**config.mk**
```make
export PLATFORM = sky130hd
export DESIGN_NAME = mhpq_ctrl
export DESIGN_NICKNAME = d
export VERILOG_FILES = /design/src/mhpq_pkg.sv /design/src/mhpq_ctrl.sv
export SDC_FILE = /design/constraint.sdc
export NUM_CORES = 1
export LEC_CHECK = 0
export BUFFER_PORTS_ARGS = -buffer_cell sky130_fd_sc_hd__buf_4
export CAP_MARGIN = 20
export CORE_MARGIN = 2
export CORE_UTILIZATION = 38
export CTS_CLUSTER_DIAMETER = 50
export CTS_CLUSTER_SIZE = 12
export DETAILED_ROUTE_END_ITERATION = 8
export PLACE_DENSITY = 0.76
export SLEW_MARGIN = 20
export SYNTH_ARGS = -nofsm -noshare
export SYNTH_HDL_FRONTEND = slang
export SYNTH_SLANG_ARGS = --single-unit
```
**constraint.sdc**
```tcl
create_clock -name clk -period 1.6 [get_ports clk]
set_clock_uncertainty 0.1 [all_clocks]
set_input_delay 0.32 -clock clk [delete_from_list [all_inputs] [get_ports clk]]
set_output_delay 0.32 -clock clk [all_outputs]
set_load 0.01 [all_outputs]
```
**src/mhpq_pkg.sv**
```systemverilog
// ----------------------------------------------------------------------------
// mhpq_pkg
// Shared types and constants of the max-heap priority queue: the command and
// result words, status codes and the control/status bundles between the
// controller and the datapath.
// ----------------------------------------------------------------------------
`default_nettype none

package mhpq_pkg;

    localparam int CAPACITY_DEF = 256;
    localparam int KEY_W        = 32;
    localparam int COUNT_W      = 9;

    // operation codes
    localparam logic FUNC_INSERT = 1'b0;
    localparam logic FUNC_DELETE = 1'b1;

    typedef enum logic [1:0] {
        STAT_DONE  = 2'd0,
        STAT_FULL  = 2'd1,
        STAT_EMPTY = 2'd2
    } stat_t;

    typedef struct packed {
        logic                    func;
        logic signed [KEY_W-1:0] key;
    } cmd_word_t;

    typedef struct packed {
        logic signed [KEY_W-1:0] out_key;
        logic [1:0]              status;
        logic [COUNT_W-1:0]      count;
    } res_word_t;

    // read address selection
    typedef enum logic [2:0] {
        RD_PARENT,
        RD_TOP,
        RD_LAST,
        RD_LEFT,
        RD_RIGHT
    } rd_sel_t;

    // commands from controller to datapath
    typedef struct packed {
        logic    load;
        logic    ins_begin;
        logic    cap_top;
        logic    cap_last;
        logic    cap_left;
        rd_sel_t rd_sel;
        logic    wr_en;
        logic    wr_item;
        logic    hole_parent;
        logic    hole_child;
        logic    fin;
        stat_t   fin_status;
    } ctl_t;

    // status from datapath to controller
    typedef struct packed {
        logic is_insert;
        logic full;
        logic empty;
        logic hole_root;
        logic down_ok;
        logic item_gt_parent;
        logic child_gt_item;
    } sts_t;

endpackage : mhpq_pkg

`default_nettype wire

```
**src/mhpq_ctrl.sv**
```systemverilog
// ----------------------------------------------------------------------------
// mhpq_ctrl
// Sequencer of the max-heap priority queue: dispatch, sift-up on insert,
// sift-down on delete, and the result strobe.
// ----------------------------------------------------------------------------
`default_nettype none

module mhpq_ctrl (
    input  wire logic           clk,
    input  wire logic           rst_n,
    input  wire logic           start,
    input  wire mhpq_pkg::sts_t sts,
    output mhpq_pkg::ctl_t      ctl,
    output logic                busy,
    output logic                done
);

    typedef enum logic [3:0] {
        ST_IDLE,
        ST_DISPATCH,
        ST_INS_CHK,
        ST_INS_CMP,
        ST_DEL_TOP,
        ST_DEL_LAST,
        ST_DEL_RD_L,
        ST_DEL_RD_R,
        ST_DEL_CMP
    } state_t;

    state_t state_reg, state_next;
    logic   done_reg, done_next;

    always_comb
    begin
        state_next     = state_reg;
        done_next      = 1'b0;
        ctl            = '0;
        ctl.rd_sel     = mhpq_pkg::RD_TOP;
        ctl.fin_status = mhpq_pkg::STAT_DONE;
        case (state_reg)
            ST_IDLE:
            begin
                if (start)
                begin
                    ctl.load   = 1'b1;
                    state_next = ST_DISPATCH;
                end
            end
            ST_DISPATCH:
            begin
                if (sts.is_insert)
                begin
                    if (sts.full)
                    begin
                        ctl.fin        = 1'b1;
                        ctl.fin_status = mhpq_pkg::STAT_FULL;
                        done_next      = 1'b1;
                        state_next     = ST_IDLE;
                    end
                    else
                    begin
                        ctl.ins_begin = 1'b1;
                        state_next    = ST_INS_CHK;
                    end
                end
                else if (sts.empty)
                begin
                    ctl.fin        = 1'b1;
                    ctl.fin_status = mhpq_pkg::STAT_EMPTY;
                    done_next      = 1'b1;
                    state_next     = ST_IDLE;
                end
                else
                begin
                    ctl.rd_sel = mhpq_pkg::RD_TOP;
                    state_next = ST_DEL_TOP;
                end
            end
            ST_INS_CHK:
            begin
                ctl.rd_sel = mhpq_pkg::RD_PARENT;
                if (sts.hole_root)
                begin
                    ctl.wr_en   = 1'b1;
                    ctl.wr_item = 1'b1;
                    ctl.fin     = 1'b1;
                    done_next   = 1'b1;
                    state_next  = ST_IDLE;
                end
                else
                begin
                    state_next = ST_INS_CMP;
                end
            end
            ST_INS_CMP:
            begin
                ctl.wr_en = 1'b1;
                if (sts.item_gt_parent)
                begin
                    ctl.hole_parent = 1'b1;
                    state_next      = ST_INS_CHK;
                end
                else
                begin
                    ctl.wr_item = 1'b1;
                    ctl.fin     = 1'b1;
                    done_next   = 1'b1;
                    state_next  = ST_IDLE;
                end
            end
            ST_DEL_TOP:
            begin
                ctl.cap_top = 1'b1;
                ctl.rd_sel  = mhpq_pkg::RD_LAST;
                state_next  = ST_DEL_LAST;
            end
            ST_DEL_LAST:
            begin
                ctl.cap_last = 1'b1;
                state_next   = ST_DEL_RD_L;
            end
            ST_DEL_RD_L:
            begin
                ctl.rd_sel = mhpq_pkg::RD_LEFT;
                if (!sts.down_ok)
                begin
                    ctl.wr_en   = 1'b1;
                    ctl.wr_item = 1'b1;
                    ctl.fin     = 1'b1;
                    done_next   = 1'b1;
                    state_next  = ST_IDLE;
                end
                else
                begin
                    state_next = ST_DEL_RD_R;
                end
            end
            ST_DEL_RD_R:
            begin
                ctl.rd_sel   = mhpq_pkg::RD_RIGHT;
                ctl.cap_left = 1'b1;
                state_next   = ST_DEL_CMP;
            end
            ST_DEL_CMP:
            begin
                ctl.wr_en = 1'b1;
                if (sts.child_gt_item)
                begin
                    ctl.hole_child = 1'b1;
                    state_next     = ST_DEL_RD_L;
                end
                else
                begin
                    ctl.wr_item = 1'b1;
                    ctl.fin     = 1'b1;
                    done_next   = 1'b1;
                    state_next  = ST_IDLE;
                end
            end
            default:
            begin
                state_next = ST_IDLE;
            end
        endcase
    end

    always_ff @(posedge clk or negedge rst_n)
    begin
        if (!rst_n)
        begin
            state_reg <= ST_IDLE;
            done_reg  <= 1'b0;
        end
        else
        begin
            state_reg <= state_next;
            done_reg  <= done_next;
        end
    end

    assign busy = (state_reg != ST_IDLE);
    assign done = done_reg;

endmodule : mhpq_ctrl

`default_nettype wire
```
==> impl_results.md, run 1 <==
- Die W: 40.74 um
- Post-synthesis sequential area ratio: 0.2439
- First-pass DRT Iterations: 4
- Int Power: 866.0 uW
- Delay-heaviest family, CP: simple AND/OR/NAND/NOR gates
- Clock power frac: 0.103
- Highest clock rate: around 530 MHz
- Req. time, crit path: about 1.2 ns
- Ratio of cells with drive above 1 in the final layout: 0.7130
- Worst-path clk slew: about 0.05 ns
- Slew Limit Headroom: 0.8108
- PwrDens: around 1500 mW/mm^2
- Die height: around 40 um
- Core area: 0.001285 mm^2
- Iter 0 DRT Violations: 10
- Clk buf depth: 2
- Worst-path cell chain: buf_6, nand2b_4, or3_4, nand3_2, buf_6
- DR top layer: met4
- Total vias in the final route: 650
- Worst skew pair latency: 0.25 ns
- Failing checks: negative setup slack
- Crit path max-delay cell type: dfrtp_1
- Mapped Nets: 69
- Total routed wirelength: roughly 1800 um
- Async S/R FF share, synth: 1.000
- Non-Filler Instances: 123
- EDFF count, synth: 0
- Slew @ Worst Pin: about 0.28 ns
- Routed length on met1: between 600 and 700 um
- Remaining DRCs: 0
- CP Max Fanout: 4
- HPWL after DPL: approximately 1200 um
- Clk sinks: 5
- Endpoints failing setup: 17
- Net load switching power: roughly 630 uW
- Initial antenna violation count: 0
- Critical Path End: ctl[2]
- Dpl ws: -0.06203 ns
- Crit path kind: reg2out
- Drt wl/cell: about 14 um
- Row count: 13
- Layout area overhead: 98.05%
- DR WL met2: just under 1000 um
- Met3 wire len: around 79 um
- FF-to-FF path depth: 7
- Ys flop type: dfrtp_1
- RSZ-0062 raised after global routing: yes
- Vias in the first global route: approximately 570
- Logic pwr share: 0.710
- Initial Util: 0.3992
- Critical path arrival: about 1.5 ns
- Pleak: slightly above 0.5 nW
- Reg-to-reg setup timing slack: -0.06 ns
- Peak VDD IR: 888.2 uV
- Number of synthesized register bits: 5
- Total gr overflow: 0
- Element type at the critical path end: primary output
- Synth warn: 0
- Largest net degree at the start of global routing: 10
- Final Critical Period: 1.897 ns
- Sw Share: 0.4202
- Final worst slack: -0.2967 ns
- WP buf/inv: 2
- Most frequent CP cell: buf_6
- Root Buffer: clkbuf_4
- CTS tree: built
- Crit Reg-Reg Startpoint: state_reg[3]
- Final slew viol count: 0
- Most frequent cell after synthesis: nor2_1
- TritonCTS Buffers: 3
- IO buf count: 26
- First-pass GRT wire length: 2352 um
- Max reg flops: 4
- Post-synth top area share: 0.2439
- Worst path depth: 5
- Part of the power in registers: 0.187
- Post-Syn Instances: slightly below 60
- Vias/cell: 5.285
- CTS H-tree lvls: 1
- Synth area leader: dfrtp_1
- Top cells by area, synth: dfrtp_1 (24%), buf_6 (8.8%), nor2_1 (7.3%), nand2_1 (5.1%), nand2b_1 (4.9%)
- Outcome: finished with violations
- Final GP Congestion: slightly above 0.9
- Max-Cap Viols: 0
- Setup TNS: -3.355 ns
- Total GRT Usage: 0.2220
- ANT cells: 0
- Reg2reg end: state_reg[2]
- Fin. Hold Viols: 0
- Crit start category: flop
- HP Class: in2reg
- Fin Hold WS: between 0.2 and 0.25 ns
- Die area: between 0.0015 and 0.002 mm^2
- Post-route ant nets: 0
- Synth cell types: 30
- Mapped cell area: a little over 500 um^2
- Crit path from: state_reg[3]
- Post-route cell area: a little over 0.001 mm^2
- Placed inst area: 772.0 um^2
- Mapped Avg Cell Area: 8.695 um^2
- Final period util: 1.185
- Slowest Stage Delay on Critical Path: between 0.3 and 0.4 ns
- Top cells by count, synth: nor2_1 (10), nand2_1 (7), dfrtp_1 (5)
- Dpl cells: 108
- Final #Nets: 119
- # IOs: 27
==> per-stage QoR <==
step | util | total power [mW]
2_1_floorplan | - | 0.7129
3_3_place_gp | 0.6008 | 1.029
3_5_place_dp | 0.6008 | 1.044
4_1_cts | 0.7498 | 1.402
5_1_grt | 0.7907 | 1.589
6_report | 0.7907 | 1.494
==> per-layer routing <==
| metal | up-vias | track usage |
|---|---|---|
| met4 | 0 | 0.1417 |
| met5 | - | 0 |
| li1 | 309 | - |
| met2 | 26 | 0.3968 |
| met1 | 311 | 0.2376 |
| met3 | 4 | 0.03804 |
==> worst min-delay path by stage <==
stage / slack, ns / from / end / cells after the start
2_1_floorplan: -0.08 / rst_n / done / 0
3_3_place_gp: 0.02 / rst_n / done / 1
3_5_place_dp: 0.03 / rst_n / done / 1
4_1_cts: 0.21 / sts[2] / state_reg[1] / 3
5_1_grt: 0.21 / sts[2] / state_reg[1] / 3
6_report: 0.22 / sts[2] / state_reg[1] / 3
==> cells in the final DEF (no fill, tap or decap), types with 2 or more instances in the layout <==
| master | n |
|---|---|
| nand2_1 | 5 |
| nor2_1 | 6 |
| a21oi_1 | 2 |
| dfrtp_2 | 3 |
| nor4b_4 | 2 |
| clkbuf_4 | 3 |
| buf_6 | 10 |
| nand2b_4 | 3 |
| dfrtp_1 | 2 |
| nor2_2 | 3 |
| buf_4 | 39 |
| and3_1 | 2 |
==> worst reg2reg max path, delay by kind of cell, from the launching register on <==
kind	cells	cell delay, ns
and+or+nand+nor	1	0.17
AOI/OAI and AO/OA	2	0.32
DFF	1	0.39
buffers and inverters	4	0.53
==> timing repair <==
item                                    4_1_cts  5_1_grt
gates resized for setup                      26        6
buffers inserted                              8        5
endpoints found under the hold margin         5        0
pin swaps                                     7        5
endpoints found under the setup margin       16       17
hold buffers                                  1        0
==> cells by family after synthesis <==
group	synth area share
flip-flops	0.2439
AO/OA/AOI/OAI	0.1732
multiplexers	0.04146
AND/OR/NAND/NOR	0.4317
buffers and inverters	0.1097
==> area by class of cell <==
type | count | area (um^2)
Multi-Input combinational cell | 48 | 422.9
Timing Repair Buffer | 50 | 415.4
Fill cell | 86 | 269.0
Sequential cell | 5 | 128.9
Clock buffer | 4 | 26.28
Tap cell | 15 | 18.77
Inverter | 1 | 3.754
==> power by group through the flow <==
stage | combinational, mW | sequential [mW] | clock, mW
after floorplan | 0.505 | 0.208 | 0
after global placement | 0.781 | 0.248 | 0
after detailed placement | 0.793 | 0.251 | 0
after CTS | 0.970 | 0.272 | 0.161
after global routing | 1.14 | 0.288 | 0.166
final | 1.06 | 0.279 | 0.153
Power figures use the tool's default switching activity.
==> inputs of run 2 (changes only) <==
CELL_PAD_IN_SITES_DETAIL_PLACEMENT = 2   (was default)
CELL_PAD_IN_SITES_GLOBAL_PLACEMENT = 2   (was default)
CORE_ASPECT_RATIO = 1.25   (was default)
CORE_MARGIN = 8   (was 2)
CORE_UTILIZATION = 21   (was 38)
PLACE_DENSITY = 0.77   (was 0.76)
==> impl_results.md, run 2 (synthesis results as in run 1) <==
- Crit start category: flop (unchanged)
- Slew Limit Headroom: 0.7897 (was 0.8108)
- Total GRT Usage: 0.1567 (was 0.2220)
- Die W: 60.21 um (was 40.74 um)
- Slew @ Worst Pin: 0.3067 ns (was 0.2815 ns)
- Layout area overhead: 154.1% (was 98.05%)
- Reg-to-reg setup timing slack: -0.07 ns (was -0.06 ns)
- Pleak: 0.6096 nW (was 0.5054 nW)
- Critical path arrival: 1.62 ns (was 1.48 ns)
- Fill cells: 251 (was 86)
- CTS tree: built (unchanged)
- Total gr overflow: 0 (unchanged)
- CTS H-tree lvls: 1 (unchanged)
- Largest net degree at the start of global routing: 8 (was 10)
- Drt wl/cell: 24.03 um (was 14.38 um)
- Final #Nets: 134 (was 119)
- PwrDens: 1647 mW/mm^2 (was 1470 mW/mm^2)
- IO buf count: 26 (unchanged)
- Total routed wirelength: 3749 um (was 1769 um)
- Crit Reg-Reg Startpoint: state_reg[1] (was state_reg[3])
- Final GP Congestion: 0.7898 (was 0.9274)
- First-pass GRT wire length: 4974 um (was 2352 um)
- Max reg flops: 4 (unchanged)
- Failing checks: negative setup slack (unchanged)
- Die height: 71.26 um (was 40.74 um)
- Hold Path Sink: state_reg[2] (was state_reg[1])
- Hold Path Cell Cnt: 3 (unchanged)
- First-pass DRT Iterations: 3 (was 4)
- Vias in the first global route: 826 (was 573)
- Endpoints failing setup: 19 (was 17)
- HP Class: in2reg (unchanged)
- Placed inst area: 824.5 um^2 (was 772.0 um^2)
- Setup TNS: -5.032 ns (was -3.355 ns)
- Final Critical Period: 2.035 ns (was 1.897 ns)
- Clk buf depth: 2 (unchanged)
- Final worst slack: -0.4351 ns (was -0.2967 ns)
- Req. time, crit path: 1.18 ns (about the same)
- Outcome: finished with violations (unchanged)
- Root Buffer: clkbuf_4 (unchanged)
- FF-to-FF path depth: 6 (was 7)
- Clk sinks: 5 (unchanged)
- Peak VDD IR: 842.8 uV (was 888.2 uV)
- Highest clock rate: 491.4 MHz (was 527.2 MHz)
- Dpl ws: -0.1888 ns (was -0.06203 ns)
- Reg2reg end: state_reg[2] (unchanged)
- Final slew viol count: 0 (unchanged)
- # IOs: 27 (unchanged)
- TritonCTS Buffers: 3 (unchanged)
- Fin. Hold Viols: 0 (unchanged)
- Commonest non-fill, non-tap cell in the layout: buf_4 (unchanged)
- Vias/cell: 4.763 (was 5.285)
- Ratio of cells with drive above 1 in the final layout: 0.8211 (was 0.7130)
- Iter 0 DRT Violations: 21 (was 10)
- Final period util: 1.272 (was 1.185)
- Post-route cell area: 0.001304 mm^2 (was 0.001016 mm^2)
- Die area: 0.004290 mm^2 (was 0.001660 mm^2)
- Worst skew pair latency: 0.26 ns (was 0.25 ns)
- Total vias in the final route: 743 (was 650)
- Max-Cap Viols: 0 (unchanged)
- Element type at the critical path end: primary output (unchanged)
- Remaining DRCs: 0 (unchanged)
- Total chip power: 2.148 mW (was 1.494 mW)
- Post-route ant nets: 0 (unchanged)
- Core area: 0.002377 mm^2 (was 0.001285 mm^2)
- Hold path startpoint: sts[2] (unchanged)
- Row count: 20 (was 13)
- Commonest cells after routing, fill and taps aside: buf_4 (33), buf_6 (29), nor2_1 (5) (was buf_4 (39), buf_6 (10), nor2_1 (6))
- Initial Util: 0.2158 (was 0.3992)
- HPWL after DPL: 1817 um (was 1152 um)
- ANT cells: 0 (unchanged)
- Worst-path clk slew: 0.07 ns (was 0.05 ns)
- RSZ-0062 raised after global routing: yes (unchanged)
- CP Max Fanout: 2 (was 4)
- Initial antenna violation count: 0 (unchanged)
- Crit path kind: reg2out (unchanged)
[run 2: how the worst max path moves through the flow]
stage / start / endpoint / slack, ns / depth (start not counted)
2_1_floorplan: state_reg[2] / ctl[2] / -0.01 / 5
3_3_place_gp: state_reg[1] / ctl[3] / -0.07 / 4
3_5_place_dp: state_reg[1] / ctl[3] / -0.19 / 4
4_1_cts: state_reg[3] / ctl[13] / -0.36 / 5
5_1_grt: state_reg[3] / ctl[13] / -0.49 / 5
6_report: state_reg[3] / ctl[13] / -0.44 / 5
[run 2: repair_timing]
action / CTS / global route
hold buffers: 1 / 0
setup buffers: 14 / 8
setup endpoints to repair: 18 / 18
endpoints found under the hold margin: 5 / 0
gates resized for setup: 53 / 10
pin swaps: 17 / 5
[run 2: where the power goes]
part	switching (mW)	internal (mW)	leakage, nW
Sequential	0.115	0.178	0.0600
Clock	0.0763	0.0917	0.0177
Combinational	0.735	0.952	0.532
[run 2: layout make-up]
| type | count | area (um^2) | area share |
|---|---|---|---|
| Timing Repair Buffer | 65 | 624.3 | 0.4789 |
| Multi-Input combinational cell | 48 | 476.7 | 0.3656 |
| Sequential cell | 5 | 130.1 | 0.09981 |
| Tap cell | 33 | 41.29 | 0.03167 |
| Clock buffer | 3 | 22.52 | 0.01727 |
| Clock inverter | 1 | 5.005 | 0.003839 |
| Inverter | 1 | 3.754 | 0.002879 |
[run 2: through the flow]
stage            util  instances  hold slack, ns
3_3_place_gp   0.3468        130         0.02113
5_1_grt        0.5484        156          0.2287
3_5_place_dp   0.3468        130         0.02651
2_1_floorplan       -         59        -0.07559
4_1_cts        0.5037        148          0.2320
6_report       0.5484        156          0.2267
[run 2: worst max-delay path, cell delays in order, from the launching register on]
cell     delay, ns
dfrtp_2       0.45
buf_6         0.14
nor4b_4       0.31
nand2_1       0.14
nor2_1        0.17
buf_4         0.15
[run 2: per-layer routing]
| layer | track usage | share of wire |
|---|---|---|
| met5 | 0 | 0 |
| met4 | 0.05053 | 0.025 |
| met1 | 0.1847 | 0.40 |
| met3 | 0.02330 | 0.050 |
| met2 | 0.2738 | 0.53 |
